==> src/design/tcw_pkg.sv <==
// ----------------------------------------------------------------------------
// tcw_pkg
// Shared types and constants of the text console writer: payload structs,
// command codes, control codes, controller states and the command and status
// groups between the controller and the datapath.
// ----------------------------------------------------------------------------
package tcw_pkg;

   // Command codes of the request channel
   typedef enum logic [2:0] {
      OP_PUT_CHAR = 3'd0,
      OP_SET_BG   = 3'd1,
      OP_SET_FG   = 3'd2,
      OP_PUSH     = 3'd3,
      OP_POP      = 3'd4,
      OP_CLEAR    = 3'd5,
      OP_READ     = 3'd6
   } op_type;

   // Control codes of put char
   localparam logic [7:0] CH_NUL = 8'd0;
   localparam logic [7:0] CH_BS  = 8'd8;
   localparam logic [7:0] CH_LF  = 8'd10;
   localparam logic [7:0] CH_CR  = 8'd13;

   // Configuration register indexes
   localparam int CSR_IDX_W  = 1;
   localparam int CSR_DATA_W = 4;
   localparam logic [CSR_IDX_W-1:0] CSR_DEF_BG = 1'd0;
   localparam logic [CSR_IDX_W-1:0] CSR_DEF_FG = 1'd1;

   // Reset values of the default colours
   localparam logic [3:0] RESET_DEF_BG = 4'd0;
   localparam logic [3:0] RESET_DEF_FG = 4'd7;

   typedef struct packed {
      logic [2:0]  command;
      logic [7:0]  char_code;
      logic [3:0]  new_color;
      logic [10:0] cell_index;
   } req_payload_type;

   typedef struct packed {
      logic [15:0] cell_word;
      logic [6:0]  cursor_column;
      logic [4:0]  cursor_row;
      logic [10:0] cursor_offset;
      logic        success;
   } rsp_payload_type;

   typedef enum logic [3:0] {
      ST_INIT,
      ST_IDLE,
      ST_EXEC,
      ST_POP_WAIT,
      ST_READ_WAIT,
      ST_CLEAR,
      ST_SCROLL_COPY,
      ST_SCROLL_DRAIN,
      ST_SCROLL_FILL,
      ST_DONE
   } state_type;

   // Controller to datapath
   typedef struct packed {
      logic req_ready;
      logic latch_item;
      logic exec;
      logic pop_apply;
      logic read_capture;
      logic init_write;
      logic fill_write;
      logic copy_step;
      logic sweep_step;
      logic load_rsp;
   } ctrl_cmd_type;

   // Datapath to controller
   typedef struct packed {
      logic [2:0] op;
      logic       scroll_needed;
      logic       stack_full;
      logic       stack_empty;
      logic       index_ok;
      logic       sweep_last;
      logic       copy_last;
      logic       rsp_free;
   } dp_status_type;

endpackage

==> src/design/tcw_ctrl.sv <==
// ----------------------------------------------------------------------------
// tcw_ctrl
// Controller of the text console writer: sequences the reset clearing pass,
// the per-item execute step, read and pop waits, clears, scrolls and the
// handover of each result beat to the output register.
// ----------------------------------------------------------------------------
module tcw_ctrl (
   input  logic                   clock,
   input  logic                   reset,
   input  logic                   req_valid,
   input  tcw_pkg::dp_status_type sts,
   output tcw_pkg::ctrl_cmd_type  cmd
);

   tcw_pkg::state_type state_ff;
   tcw_pkg::state_type state_in;

   // State register
   always_ff @(posedge clock) begin
      if (reset) begin
         state_ff <= tcw_pkg::ST_INIT;
      end else begin
         state_ff <= state_in;
      end
   end

   // Next state
   always_comb begin
      state_in = state_ff;
      case (state_ff)
         tcw_pkg::ST_INIT: begin
            if (sts.sweep_last) begin
               state_in = tcw_pkg::ST_IDLE;
            end
         end
         tcw_pkg::ST_IDLE: begin
            if (req_valid) begin
               state_in = tcw_pkg::ST_EXEC;
            end
         end
         tcw_pkg::ST_EXEC: begin
            case (tcw_pkg::op_type'(sts.op))
               tcw_pkg::OP_PUT_CHAR: begin
                  state_in = sts.scroll_needed ? tcw_pkg::ST_SCROLL_COPY : tcw_pkg::ST_DONE;
               end
               tcw_pkg::OP_POP: begin
                  state_in = sts.stack_empty ? tcw_pkg::ST_DONE : tcw_pkg::ST_POP_WAIT;
               end
               tcw_pkg::OP_CLEAR: begin
                  state_in = tcw_pkg::ST_CLEAR;
               end
               tcw_pkg::OP_READ: begin
                  state_in = sts.index_ok ? tcw_pkg::ST_READ_WAIT : tcw_pkg::ST_DONE;
               end
               default: begin
                  state_in = tcw_pkg::ST_DONE;
               end
            endcase
         end
         tcw_pkg::ST_POP_WAIT: begin
            state_in = tcw_pkg::ST_DONE;
         end
         tcw_pkg::ST_READ_WAIT: begin
            state_in = tcw_pkg::ST_DONE;
         end
         tcw_pkg::ST_CLEAR: begin
            if (sts.sweep_last) begin
               state_in = tcw_pkg::ST_DONE;
            end
         end
         tcw_pkg::ST_SCROLL_COPY: begin
            if (sts.copy_last) begin
               state_in = tcw_pkg::ST_SCROLL_DRAIN;
            end
         end
         tcw_pkg::ST_SCROLL_DRAIN: begin
            state_in = tcw_pkg::ST_SCROLL_FILL;
         end
         tcw_pkg::ST_SCROLL_FILL: begin
            if (sts.sweep_last) begin
               state_in = tcw_pkg::ST_DONE;
            end
         end
         tcw_pkg::ST_DONE: begin
            if (sts.rsp_free) begin
               state_in = req_valid ? tcw_pkg::ST_EXEC : tcw_pkg::ST_IDLE;
            end
         end
         default: begin
            state_in = tcw_pkg::ST_INIT;
         end
      endcase
   end

   // Outputs
   always_comb begin
      cmd = '0;
      case (state_ff)
         tcw_pkg::ST_INIT: begin
            cmd.init_write = 1'b1;
            cmd.sweep_step = 1'b1;
         end
         tcw_pkg::ST_IDLE: begin
            cmd.req_ready  = 1'b1;
            cmd.latch_item = req_valid;
         end
         tcw_pkg::ST_EXEC: begin
            cmd.exec = 1'b1;
         end
         tcw_pkg::ST_POP_WAIT: begin
            cmd.pop_apply = 1'b1;
         end
         tcw_pkg::ST_READ_WAIT: begin
            cmd.read_capture = 1'b1;
         end
         tcw_pkg::ST_CLEAR: begin
            cmd.fill_write = 1'b1;
            cmd.sweep_step = 1'b1;
         end
         tcw_pkg::ST_SCROLL_COPY: begin
            cmd.copy_step  = 1'b1;
            cmd.sweep_step = 1'b1;
         end
         tcw_pkg::ST_SCROLL_DRAIN: begin
            // last copy write drains on its own
         end
         tcw_pkg::ST_SCROLL_FILL: begin
            cmd.fill_write = 1'b1;
            cmd.sweep_step = 1'b1;
         end
         tcw_pkg::ST_DONE: begin
            cmd.load_rsp   = sts.rsp_free;
            cmd.req_ready  = sts.rsp_free;
            cmd.latch_item = sts.rsp_free & req_valid;
         end
         default: begin
            cmd = '0;
         end
      endcase
   end

endmodule

==> config.mk <==
export PLATFORM = sky130hd
export DESIGN_NAME = tcw_ctrl
export DESIGN_NICKNAME = d
export VERILOG_FILES = /design/src/design/tcw_pkg.sv /design/src/design/tcw_ctrl.sv
export SDC_FILE = /design/constraint.sdc
export NUM_CORES = 1
export LEC_CHECK = 0
export BUFFER_PORTS_ARGS = -buffer_cell sky130_fd_sc_hd__buf_2
export CORE_AREA = 2 2 39 41
export DETAILED_ROUTE_END_ITERATION = 7
export DIE_AREA = 0 0 41 43
export GPL_TIMING_DRIVEN = 0
export PLACE_DENSITY_LB_ADDON = 0.2
export REMOVE_ABC_BUFFERS = 1
export SLEW_MARGIN = 20
export SYNTH_ARGS = -nofsm -noshare
export SYNTH_HDL_FRONTEND = slang
export SYNTH_SLANG_ARGS = --single-unit
export TNS_END_PERCENT = 1
==> constraint.sdc <==
create_clock -name clock -period 1.71 [get_ports clock]
set_input_delay 0.2565 -clock clock [delete_from_list [all_inputs] [get_ports clock]]
set_output_delay 0.2565 -clock clock [all_outputs]
set_load 0.1 [all_outputs]
==> qor.log <==
qor: status.status finished, violations left
qor: status.violations_in_the_final_reports negative setup slack
qor: power.total_power 0.001232 W
qor: layout.finalNonFillerCells 116
qor: global_route.global_route_usage_over_all_layers 15.76%
qor: synthesis.post-synth-top-area-cell sky130_fd_sc_hd__dfxtp_1
qor: power.worst_ir_drop_vdd 0.5632 mV
qor: min_path.hold_class in -> reg
qor: sta.holdWs 243.6 ps
qor: sta.grt_setup_unrepaired yes
qor: job.drv_cap 0
qor: setup_path.cp.buffers_inverters 1
qor: setup_path.timing.critical_path.to_type output pin
qor: synthesis.synth_area_per_cell 6.697 um2
qor: layout.drive_above_1_share 41.00%
qor: sta.report.final.setup_viol 1
qor: global_route.maximum_number_of_pins_on_one_net_before_global_route_repair 17
qor: drt.remaining_drc_errors 0
qor: layout.antenna-diode-count 0
qor: layout.multiInputGateArea 379.1 um2
qor: sta.post-route-worst-setup-slack -14.93 ps
qor: layout.fillerInstances 147
qor: synthesis.synth_enable_flop_cells 0
qor: setup_path.cp_cell_sequence or3b_4, a21oi_4, and2_4, buf_12
qor: placement.port_buffers 21
qor: sta.report.final.slew_viol_count 0
qor: clock_tree.clockRootBuffer sky130_fd_sc_hd__clkbuf_4
qor: synthesis.yosysSeqAreaShare 16.84%
qor: drt.viasPerCell 5.534
qor: die.core-area 1384 um2
qor: synthesis.synth_top_area_share 16.84%
qor: synthesis.synth_top_cells_by_area sky130_fd_sc_hd__dfxtp_1 17%, sky130_fd_sc_hd__nor2_1 7.9%, sky130_fd_sc_hd__a21oi_1 7.4%, sky130_fd_sc_hd__nand2_1 5.5%, sky130_fd_sc_hd__nand2b_1 5.3%
qor: sta.timing_hold_violations_final 0
qor: layout.finish.net_count 115
qor: layout.largest_register state_ff
qor: synthesis.synth.most_common_cell sky130_fd_sc_hd__nor2_1
qor: setup_path.crit_path_max_incr_delay 420 ps
qor: layout.reg.largest.list state_ff x4
qor: clock_tree.cts.clk_slew.worst_paths 40 ps
qor: clock_tree.level_count_of_the_clock_h_tree 1
qor: setup_path.critical_path.max_fanout 8
qor: synthesis.post_synth_inst_count 71
qor: synthesis.synth.yosys.warnings 0
qor: setup_path.slowest_stage sky130_fd_sc_hd__or3b_4
qor: setup_path.startpoint_kind_of_the_worst_setup_timing_path register
qor: clock_tree.tritoncts.num_buffers 3
qor: setup_path.cpLargestDelayFamily simple AND/OR/NAND/NOR gates
qor: sta.worst_slew_pin_slew 483.5 ps
qor: die.initial_utilization 34.36%
qor: clock_tree.tritoncts_clock_tree yes
qor: clock_tree.cts_max_path_buffers 2
qor: synthesis.synthesis.area 475.5 um2
qor: placement.globalplace.congestion 0.7066
qor: die.die_w 41 um
qor: setup_path.worstPathArrival 1470 ps
qor: drt.totalWireLength 1.376 mm
qor: sta.skew 1.309 ps
qor: global_route.grt_pass1_vias 494
qor: drt.average_wire_per_standard_cell 11.86 um
qor: synthesis.synth_top_flop_cell sky130_fd_sc_hd__dfxtp_1
qor: power.net-switching-power 0.0007332 W
qor: drt.detailedRoute.firstIterationViolations 23
qor: sta.max_slew_margin 67.99%
qor: power.share_clk_of_total_power 9.3%
qor: sta.min_period_over_period 100.9%
qor: power.power_density 1671 nW/um2
qor: die.die-area 1763 um2
qor: drt.drtPass1Iterations 4
qor: layout.layout.area.seq 92.59 um2
qor: global_route.number_of_antenna_violations_at_the_first_check_in_global_routing 0
qor: clock_tree.hold_buffers 0
qor: placement.post-place-cells 104
qor: layout.syn2layout_area_growth 55.00%
qor: synthesis.synthArstFlopShare 0%
qor: layout.final_util 53.25%
qor: global_route.grt_pass1_wl 1.945 mm
qor: power.comb_power_share 76.4%
qor: setup_path.crit_type reg -> out
qor: power.pint 0.0004985 W
qor: setup_path.worstPathRequired 1450 ps
qor: global_route.grt_overflow_total 0
qor: die.std_cell_rows 14
qor: sta.fmax 579.7 MHz
qor: synthesis.number_of_unique_standard_cell_types_used_by_synthesis 30
qor: power.power_frac_seq 14.3%
qor: power.net_switching_share_of_the_total_power 59.53%
qor: die.ios 23
qor: drt.route.vias.total 642
qor: sta.period_needed 1725 ps
qor: clock_tree.clkLatencyLatePin 230 ps
qor: synthesis.synth.cells.most_frequent 10 x sky130_fd_sc_hd__nor2_1, 7 x sky130_fd_sc_hd__a21oi_1, 7 x sky130_fd_sc_hd__nand2_1
qor: synthesis.synth_seq_cells 4
qor: drt.drtAntennaViolNets 0
qor: die.chipHeight 43 um
qor: power.cellLeakagePower 0.3297 nW
qor: layout.flip_flop_count_of_the_largest_register_after_layout 4
qor: sta.fin_tns_setup -14.93 ps
qor: clock_tree.clock_sink_count 4
qor: placement.dp_hpwl 912.2 um
==> cell type report <==
type | instances | area share (%)
multi-input cells | 59 | 51.44
well taps | 16 | 2.716
inverters | 4 | 2.037
clock buffers | 3 | 3.056
repair buffers | 30 | 28.18
flip-flops and latches | 4 | 12.56
==> power groups by stage <==
| stage | clock [W] | sequential (W) | combinational (W) |
|---|---|---|---|
| 2_1_floorplan | 0 | 0.000171 | 0.000594 |
| 3_3_place_gp | 0 | 0.000193 | 0.000742 |
| 3_5_place_dp | 0 | 0.000193 | 0.000743 |
| 4_1_cts | 0.000121 | 0.000172 | 0.000902 |
| 5_1_grt | 0.000123 | 0.000182 | 0.000986 |
| 6_report | 0.000114 | 0.000176 | 0.000941 |
==> final timing paths <==
| check | start | to | slack [ps] | cells past startpoint |
|---|---|---|---|---|
| max reg2reg | state_ff[0]$_SDFFE_PP0P_ | state_ff[3]$_SDFFE_PP0P_ | 80 | 6 |
| min | reset | state_ff[2]$_SDFFE_PP0P_ | 240 | 2 |
| min reg2reg | state_ff[0]$_SDFFE_PP0P_ | state_ff[0]$_SDFFE_PP0P_ | 640 | 3 |
| max | state_ff[2]$_SDFFE_PP0P_ | cmd[8] | -10 | 4 |
==> routing by layer <==
layer,track usage [%],vias up,wire [um]
li1,-,326,-
met1,20.26,282,606
met2,23.44,32,663
met3,1.571,2,92
met4,10.67,0,14
met5,0,-,0
==> metrics by stage <==
step | cell area (um2) | setup WS [ps]
floorplan | 457.9 | -1914
global placement | 583.1 | -289.1
detailed placement | 583.1 | -309.4
CTS | 686.9 | -37.63
global route | 737.0 | -58.50
finish | 737.0 | -14.93
==> cell families (layout without fill, tap and decap cells) <==
logic type             after synthesis  in the layout  synth area share (%)
AO/OA/AOI/OAI                       20             20                 28.95
buffers and inverters                8             37                 6.842
flip-flops                           4              4                 16.84
multiplexers                         3              3                 6.579
AND/OR/NAND/NOR                     36             36                 40.79
==> layout by cell type (no fill, tap or decap), types with 2 or more instances in the layout <==
master	n
sky130_fd_sc_hd__nor2_1	10
sky130_fd_sc_hd__mux2i_1	2
sky130_fd_sc_hd__o32a_1	2
sky130_fd_sc_hd__clkbuf_4	4
sky130_fd_sc_hd__nand2b_1	4
sky130_fd_sc_hd__inv_1	4
sky130_fd_sc_hd__buf_4	16
sky130_fd_sc_hd__a211oi_1	2
sky130_fd_sc_hd__a31oi_1	2
sky130_fd_sc_hd__dfxtp_4	3
sky130_fd_sc_hd__a21oi_1	6
sky130_fd_sc_hd__nor4bb_1	2
sky130_fd_sc_hd__nand2_1	7
sky130_fd_sc_hd__buf_2	12
sky130_fd_sc_hd__nor3_1	5
==> timing repair <==
| item | CTS | global route |
|---|---|---|
| buffers inserted | 4 | 5 |
| setup endpoints to repair | 12 | 5 |
| pin swaps | 0 | 2 |
| gates resized for setup | 20 | 3 |
Note: power is estimated with default switching activity, not from simulation.
